**config.mk**
```make
export PLATFORM = sky130hd
export DESIGN_NAME = swaabb_axis
export DESIGN_NICKNAME = d
export VERILOG_FILES = /design/src/sv/swaabb_pkg.sv /design/src/sv/swaabb_axis.sv
export SDC_FILE = /design/constraint.sdc
export NUM_CORES = 2
export LEC_CHECK = 0
export ABC_AREA = 1
export ABC_CLOCK_PERIOD_IN_PS = 5600
export BUFFER_PORTS_ARGS = -buffer_cell sky130_fd_sc_hd__buf_4
export CORE_UTILIZATION = 45
export DETAILED_ROUTE_END_ITERATION = 8
export GPL_ROUTABILITY_DRIVEN = 0
export SLEW_MARGIN = 30
export SYNTH_ARGS = -nofsm -noshare
export SYNTH_HDL_FRONTEND = slang
export SYNTH_SLANG_ARGS = --single-unit
```
**constraint.sdc**
```tcl
create_clock -name clk_i -period 5.6 [get_ports clk_i]
set_clock_uncertainty 0.15 [all_clocks]
set_input_delay 0.56 -clock clk_i [delete_from_list [all_inputs] [get_ports clk_i]]
set_output_delay 0.56 -clock clk_i [all_outputs]
set_load 0.05 [all_outputs]
```
**src/sv/swaabb_pkg.sv**
```systemverilog
// ----------------------------------------------------------------------------
// Swept AABB fraction package
// Shared register indexes and widths of the swept box test.
// ----------------------------------------------------------------------------
`default_nettype none
package swaabb_pkg;

  localparam int unsigned CfgDataW = 16;
  localparam int unsigned CfgIdxW  = 1;

  typedef enum logic [CfgIdxW-1:0] {
    CfgSkinMargin = 1'b0,
    CfgParThresh  = 1'b1
  } cfg_reg_e;

  localparam logic [CfgDataW-1:0] SkinReset = 16'd66;
  localparam logic [CfgDataW-1:0] ThrReset  = 16'd7;

endpackage
`default_nettype wire

```
**src/sv/swaabb_axis.sv**
```systemverilog
// ----------------------------------------------------------------------------
// Swept AABB axis unit
// Separation test and pipelined blocking fraction divide along one axis.
// ----------------------------------------------------------------------------
`default_nettype none
module swaabb_axis #(
  parameter int unsigned COORD_WIDTH = 32,
  parameter int unsigned FRAC_BITS   = 16
) (
  input  wire                                  clk_i,
  input  wire                                  en_i,
  input  wire  signed [COORD_WIDTH-1:0]        p_i,
  input  wire  signed [COORD_WIDTH-1:0]        m_i,
  input  wire  signed [COORD_WIDTH-1:0]        c_i,
  input  wire         [COORD_WIDTH-2:0]        h_i,
  input  wire         [swaabb_pkg::CfgDataW-1:0] skin_i,
  input  wire         [swaabb_pkg::CfgDataW-1:0] thr_i,
  output logic                                 sep_o,
  output logic        [FRAC_BITS:0]            frac_o
);
  import swaabb_pkg::*;

  localparam int unsigned W  = COORD_WIDTH;
  localparam int unsigned F  = FRAC_BITS;
  localparam int unsigned AW = W + 3;
  localparam logic [F:0] One = {1'b1, {F{1'b0}}};

  logic signed [AW-1:0] pe, me, ce;
  logic signed [AW-1:0] pa_q, ma_q, ca_q, ha_q;

  always_comb begin
    pe = {{3{p_i[W-1]}}, p_i};
    me = {{3{m_i[W-1]}}, m_i};
    ce = {{3{c_i[W-1]}}, c_i};
    if (m_i[W-1]) begin
      pe = -pe;
      me = -me;
      ce = -ce;
    end
  end

  always_ff @(posedge clk_i) begin
    if (en_i) begin
      pa_q <= pe;
      ma_q <= me;
      ca_q <= ce;
      ha_q <= {4'b0, h_i};
    end
  end

  logic signed [AW-1:0] target, omin, omax, num;
  logic                 sep_b, small_b, nonpos_b, big_b;

  always_comb begin
    target   = pa_q + ma_q;
    omin     = ca_q - ha_q;
    omax     = ca_q + ha_q;
    num      = omin - $signed({{(AW-CfgDataW){1'b0}}, skin_i}) - pa_q;
    sep_b    = (target < omin) || (pa_q >= omax);
    small_b  = ma_q <= $signed({{(AW-CfgDataW){1'b0}}, thr_i});
    nonpos_b = num <= 0;
    big_b    = num >= ma_q;
  end

  logic         sep_q [F+1];
  logic         fix_q [F+1];
  logic [F:0]   fval_q[F+1];
  logic [W-1:0] r_q   [F+1];
  logic [W-1:0] d_q   [F+1];
  logic [F-1:0] qt_q  [F+1];

  always_ff @(posedge clk_i) begin
    if (en_i) begin
      sep_q[0]  <= sep_b;
      fix_q[0]  <= sep_b || small_b || nonpos_b || big_b;
      fval_q[0] <= (sep_b || small_b || nonpos_b) ? '0 : One;
      r_q[0]    <= num[W-1:0];
      d_q[0]    <= ma_q[W-1:0];
      qt_q[0]   <= '0;
    end
  end

  for (genvar k = 0; k < F; k++) begin : g_div
    logic [W:0] r2, diff;
    logic       ge;
    always_comb begin
      r2   = {r_q[k], 1'b0};
      diff = r2 - {1'b0, d_q[k]};
      ge   = r2 >= {1'b0, d_q[k]};
    end
    always_ff @(posedge clk_i) begin
      if (en_i) begin
        sep_q[k+1]  <= sep_q[k];
        fix_q[k+1]  <= fix_q[k];
        fval_q[k+1] <= fval_q[k];
        d_q[k+1]    <= d_q[k];
        r_q[k+1]    <= ge ? diff[W-1:0] : r2[W-1:0];
        qt_q[k+1]   <= {qt_q[k][F-2:0], ge};
      end
    end
  end

  assign sep_o  = sep_q[F];
  assign frac_o = fix_q[F] ? fval_q[F] : {1'b0, qt_q[F]};

endmodule
`default_nettype wire

```
==> flow_summary.ini <==
[yosys]
async_reset_ff_frac = 0
ys_warn_count = 0
netlist_instances = 9613
synth_edf_count = 1347
ys_seq_area_frac = 0.462
synth_area_sq_um = 87500
synth_seq_cells = 1347
syn_avg_cell_area_sq_um = 9.10
ys_types = 73
yosys_most_used_dff = edfxtp_1

[cells_and_area]
final_layout_size_suffix_gt1_frac = 0.114
nets = 11200
instances_no_fill = 12900
finalInstanceArea_sq_um = 101000
areaGrowthSynthToFinish_pct = 15.3

[power_and_ir_drop]
p_leak_nw = 45.1
pwr-share-comb = 0.519
powerDensity_nw_per_um2 = 562
p_switching_mw = 24.1
clkPwrFrac = 0.181
power_mw = 56.7
internal_power_mw = 32.7
swShare = 0.424
seq_power_share = 0.299
ir_drop_v = 0.000251

[routing]
via_count = 68100
drc = 0
dr.pass1.iters = 6
wirelength_mm = 232
wl_per_cell_um = 17.9
via_per_inst = 5.26
drt_iter0_drc = 5391
ant_nets = 0

[clocking]
tritoncts.num_buffers = 156
cts_root_buf = clkbuf_16
cts.clk_slew.worst_paths_ns = 0.06
clk_latency_ns = 0.82
cts_tree = built
htreeDepth = 4
clock-sinks = 1347
cts_buffer_depth = 3

[place]
dpl_cell_area_sq_um = 93500
place_hpwl_mm = 183
dp.cells = 12500
portBuffers = 178

[worst_setup_path]
crit_top_cell = nand2_1
critPathMaxStageDelay_ns = 0.48
setup.worst_path.end_class = register
worstPathRequired_ns = 5.99
worstPathArrival_ns = 5.97
crit_fanout = 4
critical_path_class = reg -> reg
cp-start-kind = register
crit_slowest_cell = fa_1

[global_route]
grtUsageTotal = 0.231
antenna_found_initial = 8
grt_pass1_wl_mm = 357
grt_pass1_vias = 65800
grt_remaining_overflow = 0
grt_max_degree = 174

[floorplan]
die_w_um = 443
die_area_sq_um = 196000
num_io_pins = 179
rows = 161
core_area_sq_um = 193000
initial_core_util = 0.454
dieHeight_um = 443

[timing]
final_max_slew_viol_count = 0
setup_viol = 0
finalHoldViolations = 0
fin_crit_sh = 0.995
worst_slew_pin_slew_ns = 1.03
min_period_ns = 5.57
setup_tns_ns = 0
relSlewSlack = 0.309
rsz0062_at_grt = true
timing.fmax_mhz = 179

[run]
cap_violations = 0

[worst_hold_path]
hp-class = in -> reg

[run_status]
outcome = completed
per-layer routing:
metal | GRT usage | part of all wire | vias to the layer above
met3 | 0.0328 | 0.055 | 487
li1 | - | - | 33800
met2 | 0.395 | 0.48 | 1982
met4 | 0.0917 | 0.041 | 4
met1 | 0.294 | 0.43 | 31800
met5 | 0 | 0.00011 | -
final timing paths:
path / start / end / slack [ns] / cells past startpoint
setup / recovery: ha_q[0] / fix_q[0] / 0.03 / 39
hold / removal: p_i[5] / pa_q[5] / 0.05 / 3
setup reg to reg: ha_q[0] / fix_q[0] / 0.03 / 39
hold reg to reg: qt_q[0][96] / qt_q[0][113] / 0.26 / 0
layout by cell type (no fill, tap or decap), types with 62 or more instances in the layout:
cell type / netlist / routed
xor2_1: 318 / 309
a21o_1: 62 / 62
xnor2_1: 306 / 305
nand2_2: 51 / 76
nor3_1: 96 / 94
clkbuf_16: 0 / 160
dlygate4sd3_1: 0 / 121
buf_4: 42 / 498
nand2_1: 2109 / 2080
nand4_1: 103 / 103
edfxtp_1: 1347 / 1347
inv_1: 1526 / 1514
nand3_1: 252 / 241
a21oi_1: 679 / 663
o21ai_1: 80 / 83
ha_1: 759 / 730
o21ai_0: 553 / 550
nor2_1: 606 / 582
o21ai_2: 105 / 105
final cells by class:
cell class	count	area, sq um
Multi-Input combinational cell	6583	41100
Sequential cell	1347	40400
Tap cell	2526	3160
Clock buffer	191	4120
Inverter	1558	5860
Fill cell	17400	91900
Timing Repair Buffer	631	5190
Antenna cell	2	5.00
Clock inverter	91	1070
state kept, by name, summed over array words and instances (netlist names), 31 cells and up:
signal  count
ma_q       35
d_q       512
r_q       512
ca_q       35
pa_q       35
qt_q      136
ha_q       31
critical path, delay by kind of cell, from the launching register on:
family	cells	cell delay (ns)
AO/OA/AOI/OAI	1	0.19
XOR/XNOR	1	0.20
adder cells (fa/ha/maj)	5	1.69
buffers and inverters	4	0.31
flip-flops	1	0.39
AND/OR/NAND/NOR	28	2.39
stage by stage:
stage / hold slack, ns / util / setup WS [ns]
finish: 0.0543 / 0.523 / 0.0270
global placement: 0.251 / 0.485 / -0.169
CTS: 0.000917 / 0.519 / 0.00900
detailed placement: 0.255 / 0.485 / -0.251
global route: 0.0374 / 0.523 / -0.258
floorplan: 0.250 / - / 0.421
what timing repair did:
item,in CTS,in global routing
hold buffers,121,0
resized for setup,26,147
endpoints found under the setup margin,1,3
hold endpoints to repair,126,0
pin swaps,4,59
buffers inserted,2,18
synth_stat cells (25+ instances only):
library cell,n,area share
a31oi_1,56,0.0040
a21oi_1,679,0.039
o21ai_2,105,0.011
ha_1,759,0.11
xnor2_1,306,0.031
o21a_1,50,0.0043
a21boi_0,29,0.0025
nor3_1,96,0.0055
inv_2,25,0.0011
nand2_2,51,0.0036
nor4_1,52,0.0037
nand2_1,2109,0.090
buf_2,30,0.0017
buf_6,33,0.0042
a211oi_1,26,0.0022
xor2_1,318,0.032
edfxtp_1,1347,0.46
nor2_1,606,0.026
a21o_1,62,0.0053
o21ai_1,80,0.0046
a21oi_2,30,0.0030
buf_4,42,0.0036
nand3_1,252,0.014
fa_1,34,0.0078
nand4_1,103,0.0074
inv_1,1526,0.065
o21ai_0,553,0.032
kinds of logic (layout without fill, tap and decap cells):
group	Yosys count	in the layout	share of synthesized area
AND/OR/NAND/NOR	3376	3376	0.162
AO/OA/AOI/OAI	1786	1786	0.119
buffers and inverters	1685	2471	0.0778
flip-flops	1347	1347	0.462
adder cells (fa/ha/maj)	793	793	0.116
XOR/XNOR	625	625	0.0627
other	1	5	0.0000429
power groups by stage:
stage          clock network, mW  logic (mW)  registers, mW
2_1_floorplan                  0        20.8           16.2
3_3_place_gp                   0        27.9           17.2
3_5_place_dp                   0        28.3           17.2
4_1_cts                     10.6        28.6           17.0
5_1_grt                     10.9        32.9           17.2
6_report                    10.3        29.5           17.0
Power figures use the tool's default switching activity.
